## src/rtl/core/ecd_pkg.sv

```systemverilog
// Shared constants, types and tables for the epoch seconds to civil date unit.
package ecd_pkg;

    // Pipeline depth and the role of each register stage.
    localparam int NUM_STAGES = 10;
    localparam int STG_BIAS   = 0;   // seconds biased to a non-negative value
    localparam int STG_RECIP  = 1;   // reciprocal product for the day estimate
    localparam int STG_DAY    = 2;   // corrected day number and second of day
    localparam int STG_ERA    = 3;   // era split, hour estimate
    localparam int STG_LEAP   = 4;   // leap corrections, minute remainder
    localparam int STG_TRUE   = 5;   // leap-free day of era, minute
    localparam int STG_YOE    = 6;   // year of era, second
    localparam int STG_DOY    = 7;   // day of year, full year
    localparam int STG_MONTH  = 8;   // March-based month index
    localparam int STG_OUT    = 9;   // output register

    typedef logic [NUM_STAGES-1:0] t_stage_en;

    // Field widths of the result.
    localparam int YEAR_W   = 11;
    localparam int MONTH_W  = 4;
    localparam int DAY_W    = 5;
    localparam int HOUR_W   = 5;
    localparam int MINUTE_W = 6;
    localparam int SECOND_W = 6;

    // Internal widths.
    localparam int DNUM_W = 16;   // biased day number, 0..49711
    localparam int SOD_W  = 17;   // second of day, 0..86399
    localparam int DOE_W  = 18;   // day of era, 0..146096

    // Seconds bias: 24856 whole days, enough to lift any 32-bit input above zero.
    localparam logic [32:0] SEC_BIAS    = 33'd2147558400;
    // 86400 = 128 * 675; floor(2^35 / 675) gives an estimate low by at most one.
    localparam logic [25:0] RECIP_675   = 26'd50903316;
    localparam logic [25:0] DIV_675     = 26'd675;
    localparam logic [10:0] DIV_675_REM = 11'd675;

    // Biased day number to day count from 0000-03-01.
    localparam logic [19:0] DNUM_OFFSET = 20'd694612;
    localparam logic [19:0] ERA4_START  = 20'd584388;
    localparam logic [19:0] ERA5_START  = 20'd730485;
    localparam logic [11:0] ERA4_YEAR   = 12'd1600;
    localparam logic [11:0] ERA5_YEAR   = 12'd2000;

    // Century boundaries inside an era.
    localparam logic [DOE_W-1:0] CENT_1    = 18'd36524;
    localparam logic [DOE_W-1:0] CENT_2    = 18'd73048;
    localparam logic [DOE_W-1:0] CENT_3    = 18'd109572;
    localparam logic [DOE_W-1:0] ERA_LAST  = 18'd146096;

    // ceil(2^26 / 365), exact for every dividend below 2^18.
    localparam logic [17:0] RECIP_365     = 18'd183860;
    localparam logic [17:0] DAYS_PER_YEAR = 18'd365;
    // ceil(2^20 / 153), exact for dividends up to 1827.
    localparam logic [12:0] RECIP_153     = 13'd6854;

    // ceil(2^27 / 3600) and ceil(2^17 / 60), exact over their ranges.
    localparam logic [15:0] RECIP_3600    = 16'd37283;
    localparam logic [16:0] SECS_PER_HOUR = 17'd3600;
    localparam logic [11:0] RECIP_60      = 12'd2185;
    localparam logic [11:0] SECS_PER_MIN  = 12'd60;

    typedef struct packed {
        logic [HOUR_W-1:0]   hour;
        logic [MINUTE_W-1:0] minute;
        logic [SECOND_W-1:0] second;
    } t_hms;

    // First day of each March-based month within the shifted year.
    function automatic logic [8:0] month_start(input logic [3:0] mp);
        logic [8:0] v;
        case (mp)
            4'd0:    v = 9'd0;
            4'd1:    v = 9'd31;
            4'd2:    v = 9'd61;
            4'd3:    v = 9'd92;
            4'd4:    v = 9'd122;
            4'd5:    v = 9'd153;
            4'd6:    v = 9'd184;
            4'd7:    v = 9'd214;
            4'd8:    v = 9'd245;
            4'd9:    v = 9'd275;
            4'd10:   v = 9'd306;
            4'd11:   v = 9'd337;
            default: v = 9'd0;
        endcase
        return v;
    endfunction

endpackage

```

## src/rtl/core/ecd_day_split.sv

```systemverilog
// Floor division of signed epoch seconds into a biased day number and second of day.
module ecd_day_split (
    input  logic                           i_clk,
    input  ecd_pkg::t_stage_en             i_en,
    input  logic [31:0]                    i_secs,
    output logic [ecd_pkg::DNUM_W-1:0]     o_dnum,
    output logic [ecd_pkg::SOD_W-1:0]      o_sod
);
    import ecd_pkg::*;

    logic [32:0]       r_u_s0;
    logic [DNUM_W-1:0] r_q0_s1;
    logic [25:0]       r_v_s1;
    logic [6:0]        r_lo_s1;
    logic [DNUM_W-1:0] r_dnum_s2;
    logic [SOD_W-1:0]  r_sod_s2;

    logic [32:0] n_u;
    logic [51:0] w_prod;
    logic [25:0] w_mul;
    logic [10:0] w_rem;
    logic        w_fix;
    logic [10:0] w_rem_fix;

    // Bias keeps the dividend non-negative so plain division acts as floor.
    assign n_u    = {i_secs[31], i_secs} + SEC_BIAS;
    assign w_prod = 52'(r_u_s0[32:7]) * 52'(RECIP_675);

    assign w_mul     = 26'(r_q0_s1) * DIV_675;
    assign w_rem     = 11'(r_v_s1 - w_mul);
    assign w_fix     = (w_rem >= DIV_675_REM);
    assign w_rem_fix = w_fix ? (w_rem - DIV_675_REM) : w_rem;

    always_ff @(posedge i_clk) begin
        if (i_en[STG_BIAS]) begin
            r_u_s0 <= n_u;
        end
        if (i_en[STG_RECIP]) begin
            r_q0_s1 <= w_prod[50:35];
            r_v_s1  <= r_u_s0[32:7];
            r_lo_s1 <= r_u_s0[6:0];
        end
        if (i_en[STG_DAY]) begin
            r_dnum_s2 <= r_q0_s1 + DNUM_W'(w_fix);
            r_sod_s2  <= {w_rem_fix[9:0], r_lo_s1};
        end
    end

    assign o_dnum = r_dnum_s2;
    assign o_sod  = r_sod_s2;

endmodule

```

## src/rtl/core/ecd_date_calc.sv

```systemverilog
// Era, year, month and day from the biased day number.
module ecd_date_calc (
    input  logic                           i_clk,
    input  ecd_pkg::t_stage_en             i_en,
    input  logic [ecd_pkg::DNUM_W-1:0]     i_dnum,
    output logic [ecd_pkg::YEAR_W-1:0]     o_year,
    output logic [ecd_pkg::MONTH_W-1:0]    o_month,
    output logic [ecd_pkg::DAY_W-1:0]      o_day
);
    import ecd_pkg::*;

    logic             r_era5_s3, r_era5_s4, r_era5_s5, r_era5_s6;
    logic [DOE_W-1:0] r_doe_s3, r_doe_s4, r_doe_s5, r_doe_s6;
    logic [6:0]       r_d1460_s4;
    logic [2:0]       r_cent_s4;
    logic             r_last_s4;
    logic [DOE_W-1:0] r_t_s5;
    logic [8:0]       r_yoe_s6;
    logic [8:0]       r_doy_s7, r_doy_s8;
    logic [11:0]      r_yr_s7, r_yr_s8;
    logic [3:0]       r_mp_s8;
    logic [YEAR_W-1:0]  r_year_s9;
    logic [MONTH_W-1:0] r_month_s9;
    logic [DAY_W-1:0]   r_day_s9;

    logic [19:0]      w_dn;
    logic             w_era5;
    logic [DOE_W-1:0] w_doe;
    logic [35:0]      w_prod_1460;
    logic [2:0]       w_cent;
    logic [DOE_W-1:0] w_t;
    logic [35:0]      w_prod_yoe;
    logic [1:0]       w_yoe100;
    logic [DOE_W-1:0] w_base;
    logic [10:0]      w_mx;
    logic [23:0]      w_prod_mp;
    logic [8:0]       w_start;
    logic [3:0]       w_mm;
    logic [11:0]      w_yr_adj;

    // The day count always falls in era four or five.
    assign w_dn   = 20'(i_dnum) + DNUM_OFFSET;
    assign w_era5 = (w_dn >= ERA5_START);
    assign w_doe  = DOE_W'(w_dn - (w_era5 ? ERA5_START : ERA4_START));

    // doe / 1460 is (doe / 4) / 365.
    assign w_prod_1460 = 36'(r_doe_s3[17:2]) * 36'(RECIP_365);

    always_comb begin
        if (r_doe_s3 >= ERA_LAST) begin
            w_cent = 3'd4;
        end else if (r_doe_s3 >= CENT_3) begin
            w_cent = 3'd3;
        end else if (r_doe_s3 >= CENT_2) begin
            w_cent = 3'd2;
        end else if (r_doe_s3 >= CENT_1) begin
            w_cent = 3'd1;
        end else begin
            w_cent = 3'd0;
        end
    end

    assign w_t = r_doe_s4 - DOE_W'(r_d1460_s4) + DOE_W'(r_cent_s4) - DOE_W'(r_last_s4);

    assign w_prod_yoe = 36'(r_t_s5) * 36'(RECIP_365);

    always_comb begin
        if (r_yoe_s6 >= 9'd300) begin
            w_yoe100 = 2'd3;
        end else if (r_yoe_s6 >= 9'd200) begin
            w_yoe100 = 2'd2;
        end else if (r_yoe_s6 >= 9'd100) begin
            w_yoe100 = 2'd1;
        end else begin
            w_yoe100 = 2'd0;
        end
    end

    assign w_base = DOE_W'(r_yoe_s6) * DAYS_PER_YEAR + DOE_W'(r_yoe_s6[8:2])
                  - DOE_W'(w_yoe100);

    // Month index mp = (5 * doy + 2) / 153.
    assign w_mx      = {r_doy_s7, 2'b00} + 11'(r_doy_s7) + 11'd2;
    assign w_prod_mp = 24'(w_mx) * 24'(RECIP_153);

    assign w_start  = month_start(r_mp_s8);
    assign w_mm     = (r_mp_s8 < 4'd10) ? (r_mp_s8 + 4'd3) : (r_mp_s8 - 4'd9);
    // January and February belong to the following calendar year.
    assign w_yr_adj = r_yr_s8 + 12'((w_mm <= 4'd2) ? 1'b1 : 1'b0);

    always_ff @(posedge i_clk) begin
        if (i_en[STG_ERA]) begin
            r_era5_s3 <= w_era5;
            r_doe_s3  <= w_doe;
        end
        if (i_en[STG_LEAP]) begin
            r_era5_s4  <= r_era5_s3;
            r_doe_s4   <= r_doe_s3;
            r_d1460_s4 <= w_prod_1460[32:26];
            r_cent_s4  <= w_cent;
            r_last_s4  <= (r_doe_s3 >= ERA_LAST);
        end
        if (i_en[STG_TRUE]) begin
            r_era5_s5 <= r_era5_s4;
            r_doe_s5  <= r_doe_s4;
            r_t_s5    <= w_t;
        end
        if (i_en[STG_YOE]) begin
            r_era5_s6 <= r_era5_s5;
            r_doe_s6  <= r_doe_s5;
            r_yoe_s6  <= w_prod_yoe[34:26];
        end
        if (i_en[STG_DOY]) begin
            r_doy_s7 <= 9'(r_doe_s6 - w_base);
            r_yr_s7  <= 12'(r_yoe_s6) + (r_era5_s6 ? ERA5_YEAR : ERA4_YEAR);
        end
        if (i_en[STG_MONTH]) begin
            r_doy_s8 <= r_doy_s7;
            r_yr_s8  <= r_yr_s7;
            r_mp_s8  <= w_prod_mp[23:20];
        end
        if (i_en[STG_OUT]) begin
            r_year_s9  <= w_yr_adj[YEAR_W-1:0];
            r_month_s9 <= w_mm;
            r_day_s9   <= DAY_W'(r_doy_s8 - w_start + 9'd1);
        end
    end

    assign o_year  = r_year_s9;
    assign o_month = r_month_s9;
    assign o_day   = r_day_s9;

endmodule

```

## src/rtl/core/ecd_time_calc.sv

```systemverilog
// Hour, minute and second from the second of day.
module ecd_time_calc (
    input  logic                           i_clk,
    input  ecd_pkg::t_stage_en             i_en,
    input  logic [ecd_pkg::SOD_W-1:0]      i_sod,
    output ecd_pkg::t_hms                  o_hms
);
    import ecd_pkg::*;

    logic [SOD_W-1:0]    r_sod_s3;
    logic [HOUR_W-1:0]   r_hr_s3, r_hr_s4, r_hr_s5;
    logic [11:0]         r_rem_s4, r_rem_s5;
    logic [MINUTE_W-1:0] r_min_s5;
    t_hms                r_hms_s6, r_hms_s7, r_hms_s8, r_hms_s9;

    logic [32:0]      w_prod_hr;
    logic [SOD_W-1:0] w_rem;
    logic [23:0]      w_prod_min;
    logic [11:0]      w_sec;
    t_hms             w_hms;

    assign w_prod_hr  = 33'(i_sod) * 33'(RECIP_3600);
    assign w_rem      = r_sod_s3 - SOD_W'(r_hr_s3) * SECS_PER_HOUR;
    assign w_prod_min = 24'(r_rem_s4) * 24'(RECIP_60);
    assign w_sec      = r_rem_s5 - 12'(r_min_s5) * SECS_PER_MIN;

    always_comb begin
        w_hms.hour   = r_hr_s5;
        w_hms.minute = r_min_s5;
        w_hms.second = w_sec[SECOND_W-1:0];
    end

    always_ff @(posedge i_clk) begin
        if (i_en[STG_ERA]) begin
            r_sod_s3 <= i_sod;
            r_hr_s3  <= w_prod_hr[31:27];
        end
        if (i_en[STG_LEAP]) begin
            r_hr_s4  <= r_hr_s3;
            r_rem_s4 <= w_rem[11:0];
        end
        if (i_en[STG_TRUE]) begin
            r_hr_s5  <= r_hr_s4;
            r_rem_s5 <= r_rem_s4;
            r_min_s5 <= w_prod_min[22:17];
        end
        if (i_en[STG_YOE]) begin
            r_hms_s6 <= w_hms;
        end
        // The time fields wait here for the longer date path.
        if (i_en[STG_DOY]) begin
            r_hms_s7 <= r_hms_s6;
        end
        if (i_en[STG_MONTH]) begin
            r_hms_s8 <= r_hms_s7;
        end
        if (i_en[STG_OUT]) begin
            r_hms_s9 <= r_hms_s8;
        end
    end

    assign o_hms = r_hms_s9;

endmodule

```

## src/rtl/core/epoch_seconds_to_civil_date_unit.sv

```systemverilog
// Top level of the epoch seconds to civil date and time converter.
//
//  Channel  | Direction | tdata fields, lowest bit first
//  ---------+-----------+-----------------------------------------------------
//  s_axis   | in        | epoch_seconds[31:0] (signed)
//  m_axis   | out       | year[10:0] month[14:11] day[19:15] hour[24:20]
//           |           | minute[30:25] second_of_minute[36:31] zero[39:37]
//
// Each request passes through ten register stages; one request can enter every
// cycle unless back-pressure from m_axis has filled the pipeline. The depth is set
// by the chain of constant-reciprocal multiplies on the date path.
// Reset (synchronous, active low) empties every stage; payload registers are not
// cleared. A stage moves forward when it is empty or the stage after it moves, so
// bubbles close up under a stall and a request is never lost or repeated.
module epoch_seconds_to_civil_date_unit (
    input  logic        i_clk,
    input  logic        i_rst_n,
    input  logic        i_s_axis_tvalid,
    output logic        o_s_axis_tready,
    input  logic [31:0] i_s_axis_tdata,   // epoch_seconds[31:0]
    output logic        o_m_axis_tvalid,
    input  logic        i_m_axis_tready,
    output logic [39:0] o_m_axis_tdata    // year, month, day, hour, minute, second
);
    import ecd_pkg::*;

    // One valid bit per stage travels alongside the data registers.
    t_stage_en r_valid;
    t_stage_en n_valid;
    t_stage_en w_en;

    logic [DNUM_W-1:0]   w_dnum;
    logic [SOD_W-1:0]    w_sod;
    logic [YEAR_W-1:0]   w_year;
    logic [MONTH_W-1:0]  w_month;
    logic [DAY_W-1:0]    w_day;
    t_hms                w_hms;

    // A stage may load when it is empty or its contents move on this cycle.
    always_comb begin
        w_en[NUM_STAGES-1] = !r_valid[NUM_STAGES-1] || i_m_axis_tready;
        for (int k = NUM_STAGES - 2; k >= 0; k--) begin
            w_en[k] = !r_valid[k] || w_en[k+1];
        end
    end

    assign n_valid = {r_valid[NUM_STAGES-2:0], i_s_axis_tvalid};

    always_ff @(posedge i_clk) begin
        if (!i_rst_n) begin
            r_valid <= '0;
        end else begin
            r_valid <= (w_en & n_valid) | (~w_en & r_valid);
        end
    end

    assign o_s_axis_tready = w_en[STG_BIAS];
    assign o_m_axis_tvalid = r_valid[STG_OUT];

    // Seconds split into days and second of day (stages 0 to 2).
    ecd_day_split u_day_split (
        .i_clk  (i_clk),
        .i_en   (w_en),
        .i_secs (i_s_axis_tdata),
        .o_dnum (w_dnum),
        .o_sod  (w_sod)
    );

    // Calendar date from the day number (stages 3 to 9).
    ecd_date_calc u_date_calc (
        .i_clk   (i_clk),
        .i_en    (w_en),
        .i_dnum  (w_dnum),
        .o_year  (w_year),
        .o_month (w_month),
        .o_day   (w_day)
    );

    // Time of day from the second of day, delayed to line up with the date.
    ecd_time_calc u_time_calc (
        .i_clk (i_clk),
        .i_en  (w_en),
        .i_sod (w_sod),
        .o_hms (w_hms)
    );

    assign o_m_axis_tdata = {3'b000, w_hms.second, w_hms.minute, w_hms.hour,
                             w_day, w_month, w_year};

`ifndef SYNTHESIS
    // An accepted request always lands in the first stage.
    a_accept_loads: assert property (@(posedge i_clk) disable iff (!i_rst_n)
        (i_s_axis_tvalid && o_s_axis_tready) |=> r_valid[STG_BIAS])
        else $error("accepted request did not enter the first stage");

    // With the output stage empty, the pipeline can always take a request.
    a_ready_when_drained: assert property (@(posedge i_clk) disable iff (!i_rst_n)
        !r_valid[STG_OUT] |-> o_s_axis_tready)
        else $error("input stalled while the output stage is empty");

    // A full pipeline with a stalled output must refuse new requests.
    a_full_stall: assert property (@(posedge i_clk) disable iff (!i_rst_n)
        ((&r_valid) && !i_m_axis_tready) |-> !o_s_axis_tready)
        else $error("request accepted into a full stalled pipeline");

    // Every delivered result lies inside the calendar ranges.
    a_result_range: assert property (@(posedge i_clk) disable iff (!i_rst_n)
        o_m_axis_tvalid |-> (o_m_axis_tdata[14:11] >= 4'd1 && o_m_axis_tdata[14:11] <= 4'd12
            && o_m_axis_tdata[19:15] >= 5'd1 && o_m_axis_tdata[24:20] <= 5'd23
            && o_m_axis_tdata[30:25] <= 6'd59 && o_m_axis_tdata[36:31] <= 6'd59))
        else $error("result field out of range");
`endif

endmodule

```

## config.mk

```make
export PLATFORM = sky130hd
export DESIGN_NAME = epoch_seconds_to_civil_date_unit
export DESIGN_NICKNAME = d
export VERILOG_FILES = /design/src/rtl/core/ecd_pkg.sv /design/src/rtl/core/ecd_day_split.sv /design/src/rtl/core/ecd_date_calc.sv /design/src/rtl/core/ecd_time_calc.sv /design/src/rtl/core/epoch_seconds_to_civil_date_unit.sv
export SDC_FILE = /design/constraint.sdc
export NUM_CORES = 2
export LEC_CHECK = 0
export ABC_AREA = 1
export BUFFER_PORTS_ARGS = -buffer_cell sky130_fd_sc_hd__buf_2
export CAP_MARGIN = 20
export CORE_MARGIN = 5
export CORE_UTILIZATION = 60
export DETAILED_ROUTE_END_ITERATION = 12
export PLACE_DENSITY = 0.84
export RECOVER_POWER = 50
export SLEW_MARGIN = 20
export SYNTH_ARGS = -nofsm -noshare
export SYNTH_HDL_FRONTEND = slang
export SYNTH_SLANG_ARGS = --single-unit
```

## constraint.sdc

```tcl
create_clock -name i_clk -period 7 [get_ports i_clk]
set_input_delay 1.4 -clock i_clk [delete_from_list [all_inputs] [get_ports i_clk]]
set_output_delay 1.4 -clock i_clk [all_outputs]
set_load 0.005 [all_outputs]
```

* After elaboration in Yosys (flattened, before gate mapping) *
Memories as Yosys holds them, arrays and structs flattened. A register that Yosys moved wholly into a read port is not among the register bits.
Cells that the tools add are included.

storage, ports and cells
  bits in registers = 385
  bits in latches = 0
  RAM bits = 0
  bits in read-only memories = 144
  input bits = 36
  output and inout port bits = 42
  logic and storage cells = 127
  memories = 1

memory list
  memory           words  bits a word  read ports  clocked after memory_dff  write ports  RTL line       source
  (no name shown)  16     9            1           1                         0            ecd_pkg.sv:73  case (mp)

cells by class
  $add $sub $neg = 22
  multiply operators = 10
  divide/modulo/power cells = 0
  magnitude comparators = 11
  equal/unequal tests = 0
  shifts and indexed selects = 0
  mux-type cells = 12
  bitwise logic cells = 4
  reductions and logical operators = 20

operators by type and width
  operator                                                                               count
  26-bit by 24-bit multiplier with 49-bit output, second input constant                  1
  18-bit by 17-bit greater-or-equal comparator with 1-bit output, second input constant  2
  33-bit by 32-bit adder with 33-bit output, second input constant                       1
  18-bit by 16-bit multiplier with 33-bit output, second input constant                  1
  17-bit by 16-bit multiplier with 32-bit output, second input constant                  1
  16-bit by 16-bit multiplier with 31-bit output, second input constant                  1
  11-bit by 12-bit multiplier with 23-bit output, second input constant                  1
  12-bit by 12-bit multiplier with 23-bit output, second input constant                  1
  16-bit by 20-bit adder with 20-bit output, second input constant                       1
  10-bit bitwise AND                                                                     2
  20-bit greater-or-equal comparator, second input constant                              1
  18-bit by 3-bit adder with 18-bit output                                               1
  18-bit by 16-bit greater-or-equal comparator with 1-bit output, second input constant  1
  18-bit greater-or-equal comparator, second input constant                              1
  18-bit two-way mux                                                                     1
  18-bit by 1-bit subtractor with 18-bit output                                          1
  18-bit subtractor                                                                      1
  18-bit by 7-bit subtractor with 18-bit output                                          1
  16-bit by 1-bit adder with 16-bit output                                               1
  16-bit by 10-bit multiplier with 11-bit output, second input constant                  1
  12-bit subtractor                                                                      1
  11-bit by 1-bit adder with 11-bit output                                               1
  11-bit by 2-bit adder with 11-bit output, second input constant                        1
  11-bit by 9-bit adder with 11-bit output                                               1
  other kinds (30)                                                                       53

* Logic depth before layout (Yosys ltp) *
  depth in word-level cells = 14
  depth in mapped cells = 35
  mapped depth without buffers = 35

* Hierarchy *
Synthesis repeated with hierarchy kept, for this count alone.

second synthesis, totals
  cells, all modules = 5,050
  area, all modules = 49,170.9 µm²

by module, submodules not included
  module                            times used  cells an instance  area an instance (µm²)  seq. area each (µm²)
  ecd_date_calc                     1           2,416              23,107.2                4,784.6
  ecd_day_split                     1           1,634              15,567.4                3,002.9
  ecd_time_calc                     1           952                10,068.4                3,573.4
  epoch_seconds_to_civil_date_unit  1           48                 427.9                   200.2

* Worst setup path after synthesis *
No wires, ideal clock.

  path type = input-to-output
  start = input i_m_axis_tready
  end = output o_s_axis_tready
  arrival time = 4.718 ns
  data required time = 5.600 ns
  slack = 0.882 ns
  cell stages on the path = 10
  path buffers = 0
  cell sequence = nor2_4 -> nand2_4 -> nor2_2 -> nand2_2 -> nor2_4 -> nand2_2 -> nor2_2 -> nand2_2 -> nor2_2 -> nand2_1

on the way
  cells in the longest elaborated chain, start to end = 10

RTL lines
  element                        RTL line                                source
  start: declaration             epoch_seconds_to_civil_date_unit.sv:22  input logic i_m_axis_tready,
  1-bit logical OR               epoch_seconds_to_civil_date_unit.sv:41  w_en[NUM_STAGES-1] = !r_valid[NUM_STAGES-1] || i_m_axis_tready;
  1-bit logical OR (9 in a row)  epoch_seconds_to_civil_date_unit.sv:43  w_en[k] = !r_valid[k] || w_en[k+1];
  end: declaration               epoch_seconds_to_civil_date_unit.sv:19  output logic o_s_axis_tready,

No other way between the ends.

* Worst setup path after layout *
  start = register u_date_calc.r_doy_s7[1]
  end = register, netlist name u_date_calc.w_start[0]

on the way
  cells in the longest elaborated chain, start to end = 4

RTL lines
  element                                         RTL line              source
  start: declaration                              ecd_date_calc.sv:19   logic [8:0] r_doy_s7, r_doy_s8;
  start signal: assignment                        ecd_date_calc.sv:114  r_doy_s7 <= 9'(r_doe_s6 - w_base);
  11-bit by 9-bit adder with 11-bit output        ecd_date_calc.sv:83   assign w_mx = {r_doy_s7, 2'b00} + 11'(r_doy_s7) + 11'd2;
  11-bit by 2-bit adder with 11-bit output        ecd_date_calc.sv:83
  11-bit by 12-bit multiplier with 23-bit output  ecd_date_calc.sv:84   assign w_prod_mp = 24'(w_mx) * 24'(RECIP_153);
  net u_date_calc.w_prod_mp[21]                   ecd_date_calc.sv:36   logic [23:0] w_prod_mp;
  4-bit two-way mux (no line)                     -

The timed path passes the listed nets, and every way through them passes these cells.
A chain may end at the register's enable or synchronous reset.

==> run metrics <==
outcome finished with violations; failing checks capacitance limit, slew limit; setup ws final about 500 ps; Slew HR -87.6%; initial antenna violation count 0; ant diodes 0; top achievable clock speed about 0.15 GHz; Core Area between 80000 and 90000 µm²; DR vias ~34000; IO Port Bufs 74; post-cts sizing count 0; Die Area just under 90000 µm²; min cycle time layout between 6000 and 7000 ps; hold_buf cts 0; die width slightly below 300 µm; synth warn 0; R2R depth 28; DP HPWL about 86000 µm; total congestion overflow 0; #FFs+latches synth just under 400; hold crit path type flip-flop to flip-flop; slew of the pin with the lowest slew margin 2810 ps; crit-path max FO 6; final slew viol count 198; Simple-Gate Fraction of Synth Area 10.4%; Worst EP arrival 6970 ps; number of global-route vias before repair between 30000 and 40000; grt met2 use around 45%; largest net degree at the start of global routing 49; CTS buffer count 44; final wirelength around 100000 µm; # rows about 100; Syn Area/Cell 9.87 µm²; endpoints failing setup 0; sequential share of the synthesized area about a quarter; final-report hold violation count 0; synthesized area 48400 µm²; mux share of post-synthesis cell area 0%; final cycle utilization of the critical path between 90% and 100%; Post-Synth Adder-Cell Area 48.1%; drt first pass iters 8; I/O pins a little under 80; global-route wire length before repair 175000 µm; CTS tree done; largest area contributor in the netlist ha_1; via-per-instance ratio between 5 and 6; GR Util met3 3.91%; WP data required around 7500 ps; GRT busiest layer met2; Skew-Pair Late Insertion Delay roughly 600 ps; GR Util All Layers roughly 25%; Die Ht between 200 and 300 µm; Distinct cells, synth between 50 and 60; hold depth 0; CP Class flip-flop to flip-flop; Crit path buffers/inverters 4; met1 Track Usage GR 29.4%; Placer Congestion around 0.96; Starting Density 60.3%; Post-Synth XOR/XNOR Area around 3.5%; CTS clk-pin slew, worst paths ~70 ps; Detail Route Antenna Nets 0; critical path depth in cells 28; dpl ws a little over 400 ps; DRC violations left 0; # H-tree levels 2; final net count 6634; clk_skew ~39 ps; CP top delay family adder cells; CTS Sinks roughly 400; Clock Path Buffers 3; Crit-path slowest cell fa_1; Synth Area in Compound Gates between 5 and 6%; main combinational cell family by area after synthesis adder cells; Avg WL per Cell 17.1 µm; CP max stage delay approximately 550 ps; crit end category flip-flop; largest cells by area after synthesis ha_1 27%, edfxtp_1 23%, fa_1 21%; synthesis-to-finish area growth 6.45%; Starting DRT DRC Count 1722; Synth Instances roughly 4900; Synth top area share 27.4%; ratio of cells with drive above 1 in the final layout between 3 and 4%; Root Buffer clkbuf_16; max cap viols 5; Critical Path Source Type flip-flop
-- cells in the final DEF (no fill, tap or decap), drive strengths merged, types with 2 or more instances in the layout --
master,n
o21bai,15
o2111ai,2
o21a,9
ha,1062
fa,500
nand3,168
nand3b,12
a21oi,238
a21o,21
xor2,127
buf,77
nor3,45
clkinv,22
o31ai,3
o211ai,9
edfxtp,375
bufinv,2
nor2,250
nor4,14
o221ai,3
o21ai,135
clkinvlp,4
a21boi,7
inv,1136
o311ai,2
a31oi,13
nor3b,3
conb,3
clkbuf,57
dfxtp,15
nand4,37
xnor2,65
or2,4
a211oi,6
nand2,625
-- registers in the layout (all words and copies together), names as in the netlist, 9 cells and up, named ones only --
register              flops
u_time_calc.o_hms        17
u_day_split.r_q0_s1      16
u_day_split.o_dnum       16
u_day_split.o_sod        17
u_day_split.r_u_s0       33
u_time_calc.r_rem_s4     12
u_date_calc.r_doy_s7      9
u_date_calc.r_yr_s8      11
u_date_calc.r_yoe_s6      9
u_time_calc.r_sod_s3     12
u_time_calc.r_hms_s7     17
u_date_calc.r_yr_s7      11
u_date_calc.r_doe_s6      9
u_time_calc.r_hms_s8     17
u_date_calc.o_year       11
u_date_calc.r_doe_s4     18
u_date_calc.r_doe_s3     18
u_date_calc.r_doe_s5      9
u_time_calc.r_hms_s6     17
u_day_split.r_v_s1       11
u_date_calc.r_t_s5       18
-- synth_stat cells (all sizes together) --
library cell	count
a211oi	6
a21boi	7
a21o	21
a21oi	238
a221oi	1
a311oi	1
a31oi	13
and2	1
and3	1
buf	4
clkbuf	1
conb	1
dfxtp	15
edfxtp	375
fa	500
ha	1062
inv	1130
nand2	625
nand3	168
nand3b	12
nand4	37
nor2	250
nor3	45
nor3b	3
nor4	14
o2111ai	2
o211ai	9
o21a	9
o21ai	135
o21ba	1
o21bai	15
o221ai	3
o22ai	1
o311ai	2
o31ai	3
or2	4
xnor2	65
xor2	127
-- per-stage QoR --
stage,util (%),instance area (µm²),cells,hold WS [ps],setup TNS (ps)
global placement,62.5,50200,6048,401,0
floorplan,-,48500,4909,400,0
detailed placement,62.5,50200,6048,405,0
CTS,64.3,51600,6130,416,0
finish,64.2,51600,6132,416,0
global route,64.2,51600,6132,422,-2.17
-- layout make-up --
type | count | area [µm²]
flip-flops and latches | 390 | 11600
well taps | 1060 | 1330
fillers | 6084 | 28700
inverters | 1130 | 4240
clock inverters | 34 | 282
repair buffers | 86 | 434
clock buffers | 48 | 1140
multi-input cells | 3384 | 32600
-- logic make-up after synthesis --
kind of cell | count (synthesis)
adder cells (fa/ha/maj) | 1562
AND/OR/NAND/NOR | 1160
buffers and inverters | 1135
AO/OA/AOI/OAI | 467
flip-flops | 390
XOR/XNOR | 192
other | 1
-- routing by layer --
metal  share of wire, %  up-vias  routed length (µm)
met4                4.3        0                4460
met1                 40    16300               41800
met5                  0        -                   0
li1                   -    16200                   -
met3                5.1      280                5380
met2                 51      848               53300
-- worst paths after layout --
| path | startpoint | endpoint | slack [ps] |
|---|---|---|---|
| max | u_date_calc.r_doy_s7[1] | u_date_calc.w_start[0] | 500 |
| min | u_time_calc.r_hms_s6[13] | u_time_calc.r_hms_s7[13] | 420 |
| max reg2reg | u_date_calc.r_doy_s7[1] | u_date_calc.w_start[0] | 500 |
| min reg2reg | u_time_calc.r_hms_s6[13] | u_time_calc.r_hms_s7[13] | 420 |
-- what timing repair did --
action / 4_1_cts / 5_1_grt
setup buffers: 0 / 2
setup endpoints to repair: 0 / 2
endpoints found under the hold margin: 0 / 0
Power is not shown: default switching activity piles up to over one toggle a cycle in this logic, so the estimate is an artifact.
